--- src/design/multichannel_dc_blocking_filter_core_macros.svh ---
// Assertion macros used by the DC blocking filter RTL.
`ifndef MULTICHANNEL_DC_BLOCKING_FILTER_CORE_MACROS_SVH
`define MULTICHANNEL_DC_BLOCKING_FILTER_CORE_MACROS_SVH

// Clocked check, disabled while reset is asserted.
`define MDCBF_ASSERT(lbl, prop, msg) \
  lbl: assert property (@(posedge clk_i) disable iff (!rst_ni) (prop)) else $error(msg);

// Clocked check that also holds during reset.
`define MDCBF_ASSERT_ALWAYS(lbl, prop, msg) \
  lbl: assert property (@(posedge clk_i) (prop)) else $error(msg);

`endif

--- src/design/mdcbf_pkg.sv ---
// Types and constants of the multichannel DC blocking filter.
package mdcbf_pkg;

  localparam int SAMPLE_W   = 32;
  localparam int CH_IDX_W   = 3;
  localparam int CFG_IDX_W  = 3;
  localparam int CFG_DATA_W = 64;
  localparam int COEF_REGS  = 4;

  typedef enum logic [1:0] {
    FMT_16 = 2'd0,
    FMT_24 = 2'd1,
    FMT_32 = 2'd2
  } sample_fmt_e;

  typedef enum logic [CFG_IDX_W-1:0] {
    REG_FORMAT = 3'd0,
    REG_COEF01 = 3'd1,
    REG_COEF23 = 3'd2,
    REG_COEF45 = 3'd3,
    REG_COEF67 = 3'd4
  } cfg_reg_e;

  typedef struct packed {
    logic [CH_IDX_W-1:0]        channel;
    logic signed [SAMPLE_W-1:0] sample_in;
    logic                       last_frame;
  } in_word_t;

  typedef struct packed {
    logic [CH_IDX_W-1:0]        channel_out;
    logic signed [SAMPLE_W-1:0] sample_out;
    logic                       last_out;
  } out_word_t;

endpackage

--- src/design/mdcbf_stream_if.sv ---
// Valid/ready stream interface carrying one word of a given type.
interface mdcbf_stream_if #(
  parameter type T = logic
);
  logic valid;
  logic ready;
  T     data;

  modport source (output valid, output data, input ready);
  modport sink   (input valid, input data, output ready);
endinterface

--- src/design/mdcbf_filter.sv ---
// Single-pass datapath: input alignment, IIR update, rounding and output narrowing.
module mdcbf_filter
  import mdcbf_pkg::*;
(
  input  logic [1:0]                 fmt_i,
  input  logic signed [SAMPLE_W-1:0] coef_i,
  input  logic signed [SAMPLE_W-1:0] x_prev_i,
  input  logic signed [SAMPLE_W-1:0] y_prev_i,
  input  logic signed [SAMPLE_W-1:0] raw_i,
  output logic signed [SAMPLE_W-1:0] x_o,
  output logic signed [SAMPLE_W-1:0] y_o,
  output logic signed [SAMPLE_W-1:0] sample_o
);

  logic signed [63:0] prod;
  logic signed [63:0] prod2;
  logic signed [32:0] diff;
  logic signed [63:0] diff_sh;
  logic signed [64:0] acc;
  logic signed [63:0] acc_dbl;
  logic signed [64:0] rnd;
  logic signed [32:0] rnd_q;
  logic signed [32:0] o16;
  logic signed [16:0] q16;
  logic signed [15:0] s16;
  logic signed [32:0] o24;
  logic signed [24:0] q24;
  logic signed [23:0] s24;

  // input placement per sample format
  always_comb begin
    case (fmt_i)
      FMT_16:  x_o = {raw_i[15:0], 16'h0000};
      FMT_24:  x_o = {raw_i[23:0], 8'h00};
      default: x_o = raw_i;
    endcase
  end

  assign prod = 64'(coef_i) * 64'(y_prev_i);

  // doubled product; only R = y_prev = -1 overflows
  assign prod2 = (prod == 64'sh4000_0000_0000_0000) ? 64'sh7FFF_FFFF_FFFF_FFFF
                                                     : {prod[62:0], 1'b0};

  assign diff    = {x_o[31], x_o} - {x_prev_i[31], x_prev_i};
  assign diff_sh = {diff, 31'b0};
  assign acc     = {diff_sh[63], diff_sh} + {prod2[63], prod2};

  // saturating add then saturating double collapse into one clamp of 2*acc
  always_comb begin
    if (acc[64:62] == 3'b000 || acc[64:62] == 3'b111) begin
      acc_dbl = {acc[62:0], 1'b0};
    end else if (acc[64]) begin
      acc_dbl = 64'sh8000_0000_0000_0000;
    end else begin
      acc_dbl = 64'sh7FFF_FFFF_FFFF_FFFF;
    end
  end

  // half away from zero: negative values add one less before the floor
  assign rnd   = {acc_dbl[63], acc_dbl}
               + (acc_dbl[63] ? 65'sh0_7FFF_FFFF : 65'sh0_8000_0000);
  assign rnd_q = rnd[64:32];
  assign y_o   = (rnd_q[32:31] == 2'b01) ? 32'sh7FFF_FFFF : rnd_q[31:0];

  assign o16 = {y_o[31], y_o} + (y_o[31] ? 33'sh0_7FFF : 33'sh0_8000);
  assign q16 = o16[32:16];
  assign s16 = (q16[16:15] == 2'b01) ? 16'sh7FFF : q16[15:0];

  // 24-bit path rounds half up
  assign o24 = {y_o[31], y_o} + 33'sd128;
  assign q24 = o24[32:8];
  always_comb begin
    if (q24[24:23] == 2'b01) begin
      s24 = 24'sh7F_FFFF;
    end else if (q24[24:23] == 2'b10) begin
      s24 = 24'sh80_0000;
    end else begin
      s24 = q24[23:0];
    end
  end

  always_comb begin
    case (fmt_i)
      FMT_16:  sample_o = {{16{s16[15]}}, s16};
      FMT_24:  sample_o = {{8{s24[23]}}, s24};
      default: sample_o = y_o;
    endcase
  end

endmodule

--- src/design/multichannel_dc_blocking_filter_core.sv ---
// Top level of the multichannel DC blocking filter core.
//
//  port    | dir | word        | handshake
//  --------+-----+-------------+------------------------------
//  in_i    | in  | in_word_t   | valid/ready, sink
//  out_o   | out | out_word_t  | valid/ready, source
//  cfg_*   | in  | index, data | write enable only, no stall
//
// One word per cycle sustained while out_o is ready; two register stages (input
// register, then result register): an accepted word loads the input register,
// then the result register, which drives out_o.valid and out_o.data.
// Per-channel state is read from the input register and written as the result
// register loads, so words of the same channel may follow back to back.
// Reset clears the valid flags and channel history, sets the format register to 32-bit and clears all coefficients.
// A stalled output holds the result register; the input register still takes
// a word while the result register waits, and back-pressure reaches in_i only
// once both are full.
`include "multichannel_dc_blocking_filter_core_macros.svh"

module multichannel_dc_blocking_filter_core
  import mdcbf_pkg::*;
#(
  parameter int CHANNELS = 8
) (
  input  logic                  clk_i,
  input  logic                  rst_ni,
  mdcbf_stream_if.sink          in_i,
  mdcbf_stream_if.source        out_o,
  input  logic                  cfg_we_i,
  input  logic [CFG_IDX_W-1:0]  cfg_index_i,
  input  logic [CFG_DATA_W-1:0] cfg_wdata_i
);

  localparam int ST_W = (CHANNELS > 1) ? $clog2(CHANNELS) : 1;
  localparam logic [CH_IDX_W:0] NUM_CH = (CH_IDX_W+1)'(CHANNELS);

  // configuration
  logic [1:0]            fmt_q;
  logic [CFG_DATA_W-1:0] coef_q [COEF_REGS];

  // pipeline
  logic      s1_valid_q;
  in_word_t  s1_q;
  logic      out_valid_q;
  out_word_t out_q;
  logic      advance;

  // per-channel history
  logic signed [SAMPLE_W-1:0] prev_in_q  [CHANNELS];
  logic signed [SAMPLE_W-1:0] prev_out_q [CHANNELS];

  logic                       ch_ok;
  logic [ST_W-1:0]            st_idx;
  logic [CFG_DATA_W-1:0]      coef_pair;
  logic signed [SAMPLE_W-1:0] coef;
  logic signed [SAMPLE_W-1:0] x_prev;
  logic signed [SAMPLE_W-1:0] y_prev;
  logic signed [SAMPLE_W-1:0] x_new;
  logic signed [SAMPLE_W-1:0] y_new;
  logic signed [SAMPLE_W-1:0] res;

  always_ff @(posedge clk_i or negedge rst_ni) begin
    if (!rst_ni) begin
      fmt_q <= FMT_32;
      for (int i = 0; i < COEF_REGS; i++) begin
        coef_q[i] <= '0;
      end
    end else if (cfg_we_i) begin
      unique case (cfg_index_i)
        REG_FORMAT: fmt_q     <= cfg_wdata_i[1:0];
        REG_COEF01: coef_q[0] <= cfg_wdata_i;
        REG_COEF23: coef_q[1] <= cfg_wdata_i;
        REG_COEF45: coef_q[2] <= cfg_wdata_i;
        REG_COEF67: coef_q[3] <= cfg_wdata_i;
        default: ;
      endcase
    end
  end

  // the input stage moves on whenever the result register is free or drained
  assign advance    = s1_valid_q && (!out_valid_q || out_o.ready);
  assign in_i.ready = !s1_valid_q || !out_valid_q || out_o.ready;

  assign out_o.valid = out_valid_q;
  assign out_o.data  = out_q;

  assign ch_ok     = {1'b0, s1_q.channel} < NUM_CH;
  assign st_idx    = s1_q.channel[ST_W-1:0];
  assign coef_pair = coef_q[s1_q.channel[2:1]];
  assign coef      = s1_q.channel[0] ? coef_pair[63:32] : coef_pair[31:0];
  assign x_prev    = prev_in_q[st_idx];
  assign y_prev    = prev_out_q[st_idx];

  mdcbf_filter u_filter (
    .fmt_i    (fmt_q),
    .coef_i   (coef),
    .x_prev_i (x_prev),
    .y_prev_i (y_prev),
    .raw_i    (s1_q.sample_in),
    .x_o      (x_new),
    .y_o      (y_new),
    .sample_o (res)
  );

  always_ff @(posedge clk_i or negedge rst_ni) begin
    if (!rst_ni) begin
      s1_valid_q  <= 1'b0;
      out_valid_q <= 1'b0;
    end else begin
      if (in_i.valid && in_i.ready) begin
        s1_valid_q <= 1'b1;
      end else if (advance) begin
        s1_valid_q <= 1'b0;
      end
      if (advance) begin
        out_valid_q <= 1'b1;
      end else if (out_o.ready) begin
        out_valid_q <= 1'b0;
      end
    end
  end

  always_ff @(posedge clk_i) begin
    if (in_i.valid && in_i.ready) begin
      s1_q <= in_i.data;
    end
    if (advance) begin
      out_q.channel_out <= s1_q.channel;
      out_q.last_out    <= s1_q.last_frame;
      out_q.sample_out  <= ch_ok ? res : '0;
    end
  end

  // history written as the word leaves the input stage; unknown channels skip
  always_ff @(posedge clk_i or negedge rst_ni) begin
    if (!rst_ni) begin
      for (int i = 0; i < CHANNELS; i++) begin
        prev_in_q[i]  <= '0;
        prev_out_q[i] <= '0;
      end
    end else if (advance && ch_ok) begin
      prev_in_q[st_idx]  <= x_new;
      prev_out_q[st_idx] <= y_new;
    end
  end

  `MDCBF_ASSERT(a_in_lands, (in_i.valid && in_i.ready) |=> s1_valid_q, "accepted word lost")
  `MDCBF_ASSERT(a_s1_holds, (s1_valid_q && !advance) |=> s1_valid_q, "stalled word dropped")
  `MDCBF_ASSERT(a_out_drain, (out_valid_q && out_o.ready && !advance) |=> !out_valid_q, "result repeated")
  `MDCBF_ASSERT(a_fmt16_range, (advance && fmt_q == FMT_16) |=> (out_q.sample_out[31:15] == '0 || out_q.sample_out[31:15] == '1), "16-bit result out of range")

endmodule
--- src/flat_wrapper.sv ---
// flat-port wrapper written by rule: the top's interface ports become plain ports
module multichannel_dc_blocking_filter_core_flat import mdcbf_pkg::*;
#(
  parameter int CHANNELS = 8
)
  (clk_i, rst_ni, cfg_we_i, cfg_index_i, cfg_wdata_i, in_i_valid, in_i_data, in_i_ready, out_o_valid, out_o_data, out_o_ready);
  mdcbf_stream_if in_i_i ();
  mdcbf_stream_if out_o_i ();
  input  logic clk_i;
  input  logic rst_ni;
  input  logic cfg_we_i;
  input  logic [CFG_IDX_W-1:0] cfg_index_i;
  input  logic [CFG_DATA_W-1:0] cfg_wdata_i;
  input wire logic [$bits(in_i_i.valid)-1:0] in_i_valid;
  input wire logic [$bits(in_i_i.data)-1:0] in_i_data;
  output wire logic [$bits(in_i_i.ready)-1:0] in_i_ready;
  output wire logic [$bits(out_o_i.valid)-1:0] out_o_valid;
  output wire logic [$bits(out_o_i.data)-1:0] out_o_data;
  input wire logic [$bits(out_o_i.ready)-1:0] out_o_ready;
  assign in_i_i.valid = in_i_valid;
  assign in_i_i.data = in_i_data;
  assign in_i_ready = in_i_i.ready;
  assign out_o_valid = out_o_i.valid;
  assign out_o_data = out_o_i.data;
  assign out_o_i.ready = out_o_ready;
  multichannel_dc_blocking_filter_core #(.CHANNELS(CHANNELS)) u_core (.clk_i(clk_i), .rst_ni(rst_ni), .in_i(in_i_i), .out_o(out_o_i), .cfg_we_i(cfg_we_i), .cfg_index_i(cfg_index_i), .cfg_wdata_i(cfg_wdata_i));
endmodule
--- config.mk ---
export PLATFORM = sky130hd
export DESIGN_NAME = multichannel_dc_blocking_filter_core_flat
export DESIGN_NICKNAME = d
export VERILOG_FILES = /design/src/design/mdcbf_pkg.sv /design/src/design/mdcbf_stream_if.sv /design/src/design/mdcbf_filter.sv /design/src/design/multichannel_dc_blocking_filter_core.sv /design/src/flat_wrapper.sv
export VERILOG_INCLUDE_DIRS = /design/src /design/src/design
export SDC_FILE = /design/constraint.sdc
export NUM_CORES = 1
export LEC_CHECK = 0
export BUFFER_PORTS_ARGS = -buffer_cell sky130_fd_sc_hd__buf_2
export CAP_MARGIN = 10
export CORE_AREA = 8 8 45 47
export CTS_BUF_LIST = sky130_fd_sc_hd__clkbuf_2 sky130_fd_sc_hd__clkbuf_4 sky130_fd_sc_hd__clkbuf_8
export CTS_CLUSTER_DIAMETER = 200
export DETAILED_ROUTE_END_ITERATION = 8
export DIE_AREA = 0 0 53 55
export GPL_TIMING_DRIVEN = 0
export PLACE_DENSITY_LB_ADDON = 0.08
export SLEW_MARGIN = 20
export SYNTH_ARGS = -nofsm -noshare
export SYNTH_HDL_FRONTEND = slang
export SYNTH_SLANG_ARGS = --single-unit
--- constraint.sdc ---
create_clock -name clk_i -period 1.4 [get_ports clk_i]
set_input_delay 0.28 -clock clk_i [delete_from_list [all_inputs] [get_ports clk_i]]
set_output_delay 0.28 -clock clk_i [all_outputs]
set_load 0.02 [all_outputs]
==> results.cfg <==
[run_status]
status = complete, no violations

[cells_and_area]
n_fill_cell = 152
final_nets = 96
n_antenna_cell = 0
postLayoutCoreUtil_pct = 18.72
drive_gt1_share_pct = 59.09
syn_to_final_growth_pct = 58.02
final_cell_mix = buf_2, clkbuf_4, nand2b_1
layout_commonest_cell = buf_2

[timing]
fin_skew_ns = 0.005352
finalSetupViolCount = 0
period_share_pct = 84.66
finalCriticalPeriod_ns = 1.185
tightest_slew_ns = 0.1492
hold_ws_ns = 0.2130
max_freq_mhz = 843.7
slew_headroom_pct = 90.05
rsz0062_at_grt = no
slew_viol_final = 0
setup_tns_ns = 0
hold_violations = 0

[clock_tree]
clockRootBuffer = clkbuf_4
post_cts_resized = 0
cts.path.max_buffers = 2
cts_buffers = 3
post_cts_buffers = 0
htreeDepth = 1
tritoncts = built
holdBufCountCts = 1
cts_sinks = 4
clkLatencyLatePin_ns = 0.24
path_clk_slew_ns = 0.04

[yosys]
yosysWarningCount = 0
synth_xor_area_share_pct = 0
netlist_area_sq_um = 163.9
ys_ff_latch = 4
ys_seq_area_share_pct = 67.18
synth-compound-area-share_pct = 0
yosys.area_share.simple_pct = 32.82
postSynthCellCount = 10
mappedNetlistNets = 83
avgSynthCellArea_sq_um = 16.39
synthAdderAreaFrac_pct = 0
synth_top_family_by_area = simple AND/OR/NAND/NOR gates
yosysUniqueCellTypes = 6
muxShareOfSynthArea_pct = 0

[routing]
num_vias = 109
first_iter_violations = 2
drt-vias-per-instance = 2.868
drt-total-wl_microns = 314
antenna_left = 0
drc = 0
firstDrtPassIters = 4
route.detailed.wl_per_inst_microns = 8.263

[critical_path]
slowest_delay_ns = 0.41
cp_top_family = flip-flops
critPathLaunchType = register
critPathCaptureType = output pin
crit_slowest_cell = dfrtp_1
cp.arrival_ns = 0.91
critical_path.cell_chain = nand3b_4 -> buf_2
crit_type = reg -> out
worstPathRequired_ns = 1.12
worstPathBufferInverterCount = 1
worstPathMaxFanout = 3

[power_and_ir_drop]
power_mw = 0.3603
cellPowerDensity_nw_per_um2 = 1391
irDropWorstVdd_mv = 0.3727
p_leak_nw = 0.1166

[grt]
first_global_vias = 103
antenna_found_initial = 0
grt_pass1_wl_microns = 441
grtUsageTotal_pct = 2.737
grt_max_degree = 4
overflow = 0

[floorplanning]
die_area_sq_um = 2915
fp.coreArea_sq_um = 1384
chipWidth_microns = 53
die_h_microns = 55
io_pins = 76
fp-row-count = 14
initial_utilization_pct = 11.84

[min_path]
min_path_type = in -> reg

[job]
drv_cap = 0

[placed_design]
portBuffers = 7
gp_congestion = 0.6188
## metrics by stage
stage,cell area (sq um),setup WS (ns),instances
floorplan,163.9,0.3405,10
global placement,219.0,0.4150,33
detailed placement,219.0,0.4190,33
CTS,259.0,0.2063,38
global route,259.0,0.1752,38
finish,259.0,0.2147,38
## registers in the layout, summed over array words and instances (netlist names)
register and flops:
u_core.s1_valid_q 1, u_core.s1_q 1, u_core.out_o.valid 1, u_core.out_o.data 1
## cells by family after synthesis
| group | count (synthesis) |
|---|---|
| flops | 4 |
| simple gates | 6 |
## Yosys cell counts (all sizes together)
| cell | instances | area [sq um] |
|---|---|---|
| nand3b | 1 | 20.02 |
| edfxtp | 2 | 60.06 |
| dfrtp | 2 | 50.05 |
| and2 | 2 | 15.02 |
| nand2b | 3 | 18.77 |
## per-layer routing
layer,up-vias,track usage (%),part of all wire (%)
li1,56,-,-
met1,40,2.901,43
met2,10,1.367,25
met3,3,3.209,23
met4,0,5.172,8.3
met5,-,0,0
## power by group
group	switching [mW]	internal, mW
logic	0.0189	0.0206
clock network	0.0544	0.127
registers	0.00586	0.134
total	0.0792	0.281
## worst paths after layout
path | start | to | slack, ns | cells past startpoint
hold / removal | in_i_data | u_core.s1_q[0] | 0.21 | 1
hold reg to reg | u_core.s1_q[0] | u_core.out_o.data | 0.41 | 0
setup / recovery | u_core.out_o.valid | in_i_ready | 0.21 | 2
setup reg to reg | u_core.out_o.valid | u_core.out_o.data | 0.47 | 2
max in group asynchronous | rst_ni | u_core.out_o.valid | 0.95 | 2
min in group asynchronous | rst_ni | u_core.s1_valid_q | 0.36 | 2
## worst reg2reg max path, delay by kind of cell, from the launching register on
kind / cells / cell delay, ns
simple gates: 2 / 0.24
flops: 1 / 0.41
## final cells by class
class / instances / area [sq um] / share of cell area, %
well taps: 16 / 20.02 / 7.729
clock buffers: 4 / 30.03 / 11.59
multi-input cells: 6 / 53.80 / 20.77
flip-flops and latches: 4 / 110.1 / 42.51
repair buffers: 8 / 45.04 / 17.39
(Power assumes the default switching activity.)
